<file path="src/rtl/core/edc_pkg.sv">
// Shared constants and types for the envelope dynamics compressor.
package edc_pkg;

   localparam int unsigned DATA_W     = 16;
   localparam int unsigned CSR_DATA_W = 32;
   localparam int unsigned CSR_ADDR_W = 4;
   localparam int unsigned REG_IDX_W  = 2;

   localparam int unsigned DIV_STEPS  = 16;
   localparam int unsigned DIV_CNT_W  = $clog2(DIV_STEPS);

   localparam logic [DATA_W-1:0] THRESHOLD_RST     = 16'd16384;
   localparam logic [DATA_W-1:0] INVERSE_RATIO_RST = 16'd16384;
   localparam logic [DATA_W-1:0] ATTACK_RST        = 16'd65000;
   localparam logic [DATA_W-1:0] RELEASE_RST       = 16'd65500;

   localparam logic [DATA_W-1:0] UNITY_GAIN = 16'h8000;
   localparam logic [DATA_W-1:0] POS_MAX    = 16'h7FFF;
   localparam logic [DATA_W-1:0] NEG_MAX    = 16'h8000;

   typedef enum logic [REG_IDX_W-1:0] {
      REG_THRESHOLD     = 2'd0,
      REG_INVERSE_RATIO = 2'd1,
      REG_ATTACK        = 2'd2,
      REG_RELEASE       = 2'd3
   } reg_idx_type;

   typedef enum logic [4:0] {
      ST_IDLE = 5'b00001,
      ST_ENV  = 5'b00010,
      ST_COMP = 5'b00100,
      ST_DIV  = 5'b01000,
      ST_MAG  = 5'b10000
   } state_type;

endpackage

</file>
<file path="src/rtl/core/envelope_dynamics_compressor.sv">
// Envelope follower with threshold compression of signed 16-bit audio beats.
//
// A sample passes through these steps from its accept to the next accept: capture, the
// envelope update (a single 17x18 multiply), the compressed level (16x16 multiply), the
// gain divide, which is a restoring divider retiring one quotient bit per cycle through a
// shift register, and the final scale and saturate into the output register. When the
// envelope is at or below the threshold the divide is skipped. The next sample is taken
// once the block is back in idle, even while the previous result still waits on
// rsp_tready; the final stage itself waits until the output register is free. The
// envelope clears after a beat with tlast set.
// Registers: threshold at 0x0, inverse ratio at 0x4, attack coefficient at 0x8, release
// coefficient at 0xC, 16 bits each; write them only while the block is idle.
module envelope_dynamics_compressor (
   input  logic                                clock,
   input  logic                                reset,
   input  logic                                req_tvalid,
   output logic                                req_tready,
   input  logic [edc_pkg::DATA_W-1:0]          req_tdata,   // [15:0] sample_in
   input  logic                                req_tlast,   // last_in_block
   output logic                                rsp_tvalid,
   input  logic                                rsp_tready,
   output logic [edc_pkg::DATA_W-1:0]          rsp_tdata,   // [15:0] sample_out
   output logic                                rsp_tlast,   // last_out
   input  logic                                csr_psel,
   input  logic                                csr_penable,
   input  logic                                csr_pwrite,
   input  logic [edc_pkg::CSR_ADDR_W-1:0]      csr_paddr,
   input  logic [edc_pkg::CSR_DATA_W-1:0]      csr_pwdata,
   output logic [edc_pkg::CSR_DATA_W-1:0]      csr_prdata,
   output logic                                csr_pready
);

   localparam int unsigned W = edc_pkg::DATA_W;

   edc_pkg::state_type state_ff, state_in;

   logic [W-1:0] thr_ff, inv_ff, att_ff, rel_ff;
   logic [W-1:0] env_ff, env_in;
   logic [W-1:0] level_ff, level_in;
   logic         neg_ff, neg_in;
   logic         last_ff, last_in;
   logic [W-1:0] rem_ff, rem_in;
   logic [W-1:0] quot_ff, quot_in;
   logic [edc_pkg::DIV_CNT_W-1:0] cnt_ff, cnt_in;
   logic         out_valid_ff, out_valid_in;
   logic [W-1:0] out_data_ff, out_data_in;
   logic         out_last_ff, out_last_in;

   logic                    csr_wr;
   edc_pkg::reg_idx_type    csr_idx;
   logic                    req_fire;
   logic [W-1:0]            coef;
   logic signed [W+1:0]     env_diff;
   logic signed [2*W+2:0]   env_prod;
   logic signed [W+2:0]     env_sum;
   logic [W-1:0]            excess;
   logic [2*W-1:0]          comp_prod;
   logic [W:0]              comp;
   logic [W+1:0]            trial;
   logic                    qbit;
   logic [2*W-1:0]          mag_prod;
   logic [W:0]              mag;
   logic [W-1:0]            sat;

   assign csr_pready = 1'b1;
   assign csr_wr     = csr_psel & csr_penable & csr_pwrite;
   assign csr_idx    = edc_pkg::reg_idx_type'(csr_paddr[edc_pkg::CSR_ADDR_W-1:2]);

   always_comb begin
      unique case (csr_idx)
         edc_pkg::REG_THRESHOLD:     csr_prdata = {16'b0, thr_ff};
         edc_pkg::REG_INVERSE_RATIO: csr_prdata = {16'b0, inv_ff};
         edc_pkg::REG_ATTACK:        csr_prdata = {16'b0, att_ff};
         edc_pkg::REG_RELEASE:       csr_prdata = {16'b0, rel_ff};
         default:                    csr_prdata = '0;
      endcase
   end

   always_ff @(posedge clock) begin
      if (reset) begin
         thr_ff <= edc_pkg::THRESHOLD_RST;
         inv_ff <= edc_pkg::INVERSE_RATIO_RST;
         att_ff <= edc_pkg::ATTACK_RST;
         rel_ff <= edc_pkg::RELEASE_RST;
      end else if (csr_wr) begin
         unique case (csr_idx)
            edc_pkg::REG_THRESHOLD:     thr_ff <= csr_pwdata[W-1:0];
            edc_pkg::REG_INVERSE_RATIO: inv_ff <= csr_pwdata[W-1:0];
            edc_pkg::REG_ATTACK:        att_ff <= csr_pwdata[W-1:0];
            edc_pkg::REG_RELEASE:       rel_ff <= csr_pwdata[W-1:0];
            default: ;
         endcase
      end
   end

   assign req_tready = (state_ff == edc_pkg::ST_IDLE);
   assign req_fire   = req_tvalid & req_tready;

   assign rsp_tvalid = out_valid_ff;
   assign rsp_tdata  = out_data_ff;
   assign rsp_tlast  = out_last_ff;

   // envelope' = level + floor(coef * (env - level) / 65536)
   assign coef     = (level_ff > env_ff) ? att_ff : rel_ff;
   assign env_diff = $signed({2'b0, env_ff}) - $signed({2'b0, level_ff});
   assign env_prod = $signed({1'b0, coef}) * env_diff;
   assign env_sum  = $signed({3'b0, level_ff}) + $signed(env_prod[2*W+2:W]);

   assign excess    = env_ff - thr_ff;
   assign comp_prod = excess * inv_ff;
   assign comp      = {1'b0, thr_ff} + comp_prod[2*W-1:W-1];

   // one restoring step of (comp << 15) / env
   assign trial = {1'b0, rem_ff, quot_ff[W-1]} - {2'b0, env_ff};
   assign qbit  = ~trial[W+1];

   assign mag_prod = level_ff * quot_ff;
   assign mag      = mag_prod[2*W-1:W-1];

   always_comb begin
      if (neg_ff) begin
         sat = (mag > {1'b0, edc_pkg::NEG_MAX}) ? edc_pkg::NEG_MAX : mag[W-1:0];
         sat = ~sat + W'(1);
      end else begin
         sat = (mag > {1'b0, edc_pkg::POS_MAX}) ? edc_pkg::POS_MAX : mag[W-1:0];
      end
   end

   always_comb begin
      state_in     = state_ff;
      env_in       = env_ff;
      level_in     = level_ff;
      neg_in       = neg_ff;
      last_in      = last_ff;
      rem_in       = rem_ff;
      quot_in      = quot_ff;
      cnt_in       = cnt_ff;
      out_valid_in = out_valid_ff & ~rsp_tready;
      out_data_in  = out_data_ff;
      out_last_in  = out_last_ff;

      unique case (state_ff)
         edc_pkg::ST_IDLE: begin
            if (req_fire) begin
               neg_in   = req_tdata[W-1];
               level_in = req_tdata[W-1] ? (~req_tdata + W'(1)) : req_tdata;
               last_in  = req_tlast;
               state_in = edc_pkg::ST_ENV;
            end
         end
         edc_pkg::ST_ENV: begin
            env_in   = env_sum[W-1:0];
            state_in = edc_pkg::ST_COMP;
         end
         edc_pkg::ST_COMP: begin
            cnt_in = '0;
            if (env_ff > thr_ff) begin
               rem_in   = comp[W:1];
               quot_in  = {comp[0], {(W-1){1'b0}}};
               state_in = edc_pkg::ST_DIV;
            end else begin
               quot_in  = edc_pkg::UNITY_GAIN;
               state_in = edc_pkg::ST_MAG;
            end
         end
         edc_pkg::ST_DIV: begin
            rem_in  = qbit ? trial[W-1:0] : {rem_ff[W-2:0], quot_ff[W-1]};
            quot_in = {quot_ff[W-2:0], qbit};
            cnt_in  = cnt_ff + edc_pkg::DIV_CNT_W'(1);
            if (cnt_ff == edc_pkg::DIV_CNT_W'(edc_pkg::DIV_STEPS - 1)) begin
               state_in = edc_pkg::ST_MAG;
            end
         end
         edc_pkg::ST_MAG: begin
            if (!out_valid_ff || rsp_tready) begin
               out_valid_in = 1'b1;
               out_data_in  = sat;
               out_last_in  = last_ff;
               if (last_ff) begin
                  env_in = '0;
               end
               state_in = edc_pkg::ST_IDLE;
            end
         end
         default: state_in = edc_pkg::ST_IDLE;
      endcase
   end

   always_ff @(posedge clock) begin
      if (reset) begin
         state_ff     <= edc_pkg::ST_IDLE;
         env_ff       <= '0;
         out_valid_ff <= 1'b0;
         cnt_ff       <= '0;
      end else begin
         state_ff     <= state_in;
         env_ff       <= env_in;
         out_valid_ff <= out_valid_in;
         cnt_ff       <= cnt_in;
      end
   end

   always_ff @(posedge clock) begin
      level_ff    <= level_in;
      neg_ff      <= neg_in;
      last_ff     <= last_in;
      rem_ff      <= rem_in;
      quot_ff     <= quot_in;
      out_data_ff <= out_data_in;
      out_last_ff <= out_last_in;
   end

endmodule

</file>
<file path="config.mk">
export PLATFORM = sky130hd
export DESIGN_NAME = envelope_dynamics_compressor
export DESIGN_NICKNAME = d
export VERILOG_FILES = /design/src/rtl/core/edc_pkg.sv /design/src/rtl/core/envelope_dynamics_compressor.sv
export SDC_FILE = /design/constraint.sdc
export NUM_CORES = 2
export LEC_CHECK = 0
export BUFFER_PORTS_ARGS = -buffer_cell sky130_fd_sc_hd__buf_2
export CORE_UTILIZATION = 30
export CTS_BUF_LIST = sky130_fd_sc_hd__clkbuf_4 sky130_fd_sc_hd__clkbuf_8 sky130_fd_sc_hd__clkbuf_16
export DETAILED_ROUTE_END_ITERATION = 6
export PLACE_DENSITY = 0.45
export SLEW_MARGIN = 20
export SYNTH_ARGS = -nofsm -noshare
export SYNTH_HDL_FRONTEND = slang
export SYNTH_SLANG_ARGS = --single-unit
</file>
<file path="constraint.sdc">
create_clock -name clock -period 10.3 [get_ports clock]
set_input_delay 1.03 -clock clock [delete_from_list [all_inputs] [get_ports clock]]
set_output_delay 1.03 -clock clock [all_outputs]
set_load 0.1 [all_outputs]
</file>
==> results.sh <==
export IMPL_die_w_um=350
export IMPL_ys_async_sr_fraction=0
export IMPL_die_h_um=350
export IMPL_numPortBuffers=76
export IMPL_dp_slack_ns=-0.108
export IMPL_cts_buffers=17
export IMPL_die_area_um2=123000
export IMPL_route_detailed_drc=0
export IMPL_ioPinCount=112
export IMPL_worst_slew_pin_slew_ns=1.09
export IMPL_syn_cell_area_um2=36300
export IMPL_grt_max_degree=76
export IMPL_synthTopCellsByArea="fa_1, ha_1, inv_1, nand2_1, edfxtp_1"
export IMPL_clockBufferDepth=2
export IMPL_ys_seq_area_frac=0.105
export IMPL_outcome="finished, final reports clean"
export IMPL_cpMaxStageDelayCell="fa_1"
export IMPL_hold_path_depth=1
export IMPL_worstSetupPathType="reg -> reg"
export IMPL_hp_class="reg -> reg"
export IMPL_arrival_ns=10.25
export IMPL_antenna_found_initial=17
export IMPL_ys_types=90
export IMPL_nets=5512
export IMPL_clk_latency_ns=0.48
export IMPL_report_final_slew_viol_count=0
export IMPL_skew_ns=0.0165
export IMPL_synth_warnings=0
export IMPL_final_common_cell="inv_1"
export IMPL_cp_start_kind="flop"
export IMPL_synth_top_area_share=0.330
export IMPL_critical_path_max_stage_delay_ns=0.56
export IMPL_grt_pass1_vias=29600
export IMPL_synth_edf_count=67
export IMPL_synth_cells=4251
export IMPL_std_cell_rows=127
export IMPL_nFillCells=12700
export IMPL_vias=28600
export IMPL_min_from="cnt_ff[3]"
export IMPL_firstDrtPassIters=4
export IMPL_rsz0062_at_grt="yes"
export IMPL_cts_tree="built"
export IMPL_min_to="cnt_ff[3]"
export IMPL_multiInputGateArea_um2=29100
export IMPL_clk_pin_slew_worst_paths_ns=0.07
export IMPL_cts_sinks=157
export IMPL_overflow=0
export IMPL_avgViaCountPerCell=4.69
export IMPL_h_tree_depth=4
export IMPL_finalSetupViolations=0
export IMPL_routabilityCongestion=0.850
export IMPL_end_kind="flop"
export IMPL_ctsHoldBuffers=0
export IMPL_grt_usage=0.181
export IMPL_synth_area_leader_cell="fa_1"
export IMPL_slew_headroom=0.273
export IMPL_seq_area_um2=3820
export IMPL_coreArea_um2=120000
export IMPL_synthFlopType="dfxtp_1"
export IMPL_max_cap_viol_count=0
export IMPL_fin_crit_sh=0.959
export IMPL_crit_top_cell="fa_1"
export IMPL_drive_gt1_frac=0.128
export IMPL_dpl_hpwl_um=89400
export IMPL_drt_wl_total_um=107000
export IMPL_reg2reg_slack_ns=0.42
export IMPL_dr_first_iter_drc_count=1276
export IMPL_grt_pass1_wl_um=171000
export IMPL_cp_data_required_time_ns=10.67
export IMPL_cp_max_fo=10
export IMPL_initial_core_util=0.303
export IMPL_layout_min_cycle_time_ns=9.88
export IMPL_syn_avg_cell_area_um2=8.55
export IMPL_crit_reg2reg_launch="env_ff[0]"
export IMPL_finalHoldViolCount=0
export IMPL_r2r_cells=50
export IMPL_max_freq_mhz=101
export IMPL_antenna_left=0
export IMPL_wire_per_inst_um=17.6
export IMPL_syn_to_final_growth_pct=13.9
export IMPL_synth_ff_latch_count=157
export IMPL_final_util=0.345
export IMPL_final_cell_mix="inv_1, nand2_1, fa_1"
export IMPL_root_buffer="clkbuf_16"
export IMPL_fin_ws_ns=0.418
export IMPL_r2r_end="env_ff[15]"
==> per-layer routing <==
layer  up-vias  track usage  wire, µm
li1      13700            -         -
met1     14400        0.252     50600
met2       383        0.303     51500
met3        76       0.0173      3420
met4        14       0.0353      1470
met5         -            0        92
==> logic make-up after synthesis <==
kind of cell,Yosys count,synth area share
buf+inv,1031,0.109
fa+ha+maj,996,0.467
xor+xnor,119,0.0287
mux,65,0.0241
flops,157,0.105
simple gates,1416,0.179
other cells,2,0.000207
compound gates,465,0.0870
==> cells in the mapped netlist, drive strengths merged (17+ instances only) <==
cell type  count
buf           40
xor2          43
xnor2         76
and2         181
clkbuf       158
or3           18
nand4         17
nand3         54
nand2b        31
o21ai         95
nor3          39
a21o          44
nor2b         57
edfxtp        67
ha           397
o211ai        31
a211o         19
o21a          20
nand2        650
nor2         287
a21oi        122
nor4          17
dfxtp         90
inv          833
mux2          18
fa           599
and3          17
mux2i         31
==> worst max-delay path: cells and delay by family, from the launching register on <==
kind,cells,cell delay [ns]
fa+ha+maj,9,3.81
compound gates,17,2.68
buf+inv,13,1.34
simple gates,7,0.85
xor+xnor,3,0.44
flops,1,0.33
mux,1,0.29
==> flip-flops by register name, indices dropped and copies added (netlist names), 16 cells and up <==
register and cells:
quot_ff 16, inv_ff 16, level_ff 16, env_ff 16, rel_ff 16, rsp_tdata 16, thr_ff 16, rem_ff 16
att_ff 16
==> how the worst max path moves through the flow <==
stage,end,cells after the start,slack (ns),start
after CTS,rem_ff[14],44,0.004,env_ff[0]
after floorplan,env_ff[15],46,0.02,level_ff[8]
after global placement,rem_ff[15],48,-0.05,env_ff[0]
final,env_ff[15],50,0.42,env_ff[0]
after detailed placement,env_ff[15],47,-0.11,level_ff[1]
after global routing,env_ff[15],49,-0.09,env_ff[0]
==> stage by stage <==
stage	std cells	TNS [ns]	cell area, µm²	hold slack [ns]
2_1_floorplan	4266	0	36400	0.427
3_3_place_gp	6024	-0.108	40100	0.471
3_5_place_dp	6024	-0.184	40100	0.475
4_1_cts	6057	0	40700	0.490
5_1_grt	6083	-0.160	41400	0.527
6_report	6083	0	41400	0.490
==> what timing repair did <==
action	4_1_cts	5_1_grt
cloned	0	1
pin swaps	4	83
buffers inserted	2	22
hold endpoints to repair	0	0
setup endpoints to repair	6	16
gates resized for setup	12	117
==> area by class of cell <==
type | count | share of cell area
multi-input combinational | 3078 | 0.704
inverter | 833 | 0.0756
clock inverter | 13 | 0.00257
sequential | 157 | 0.0923
clock buffer | 18 | 0.0105
antenna | 3 | 0.000181
tap | 1612 | 0.0487
timing repair buffer | 369 | 0.0660
Power is not shown: default switching activity piles up to over one toggle a cycle in this logic, so the estimate is an artifact.
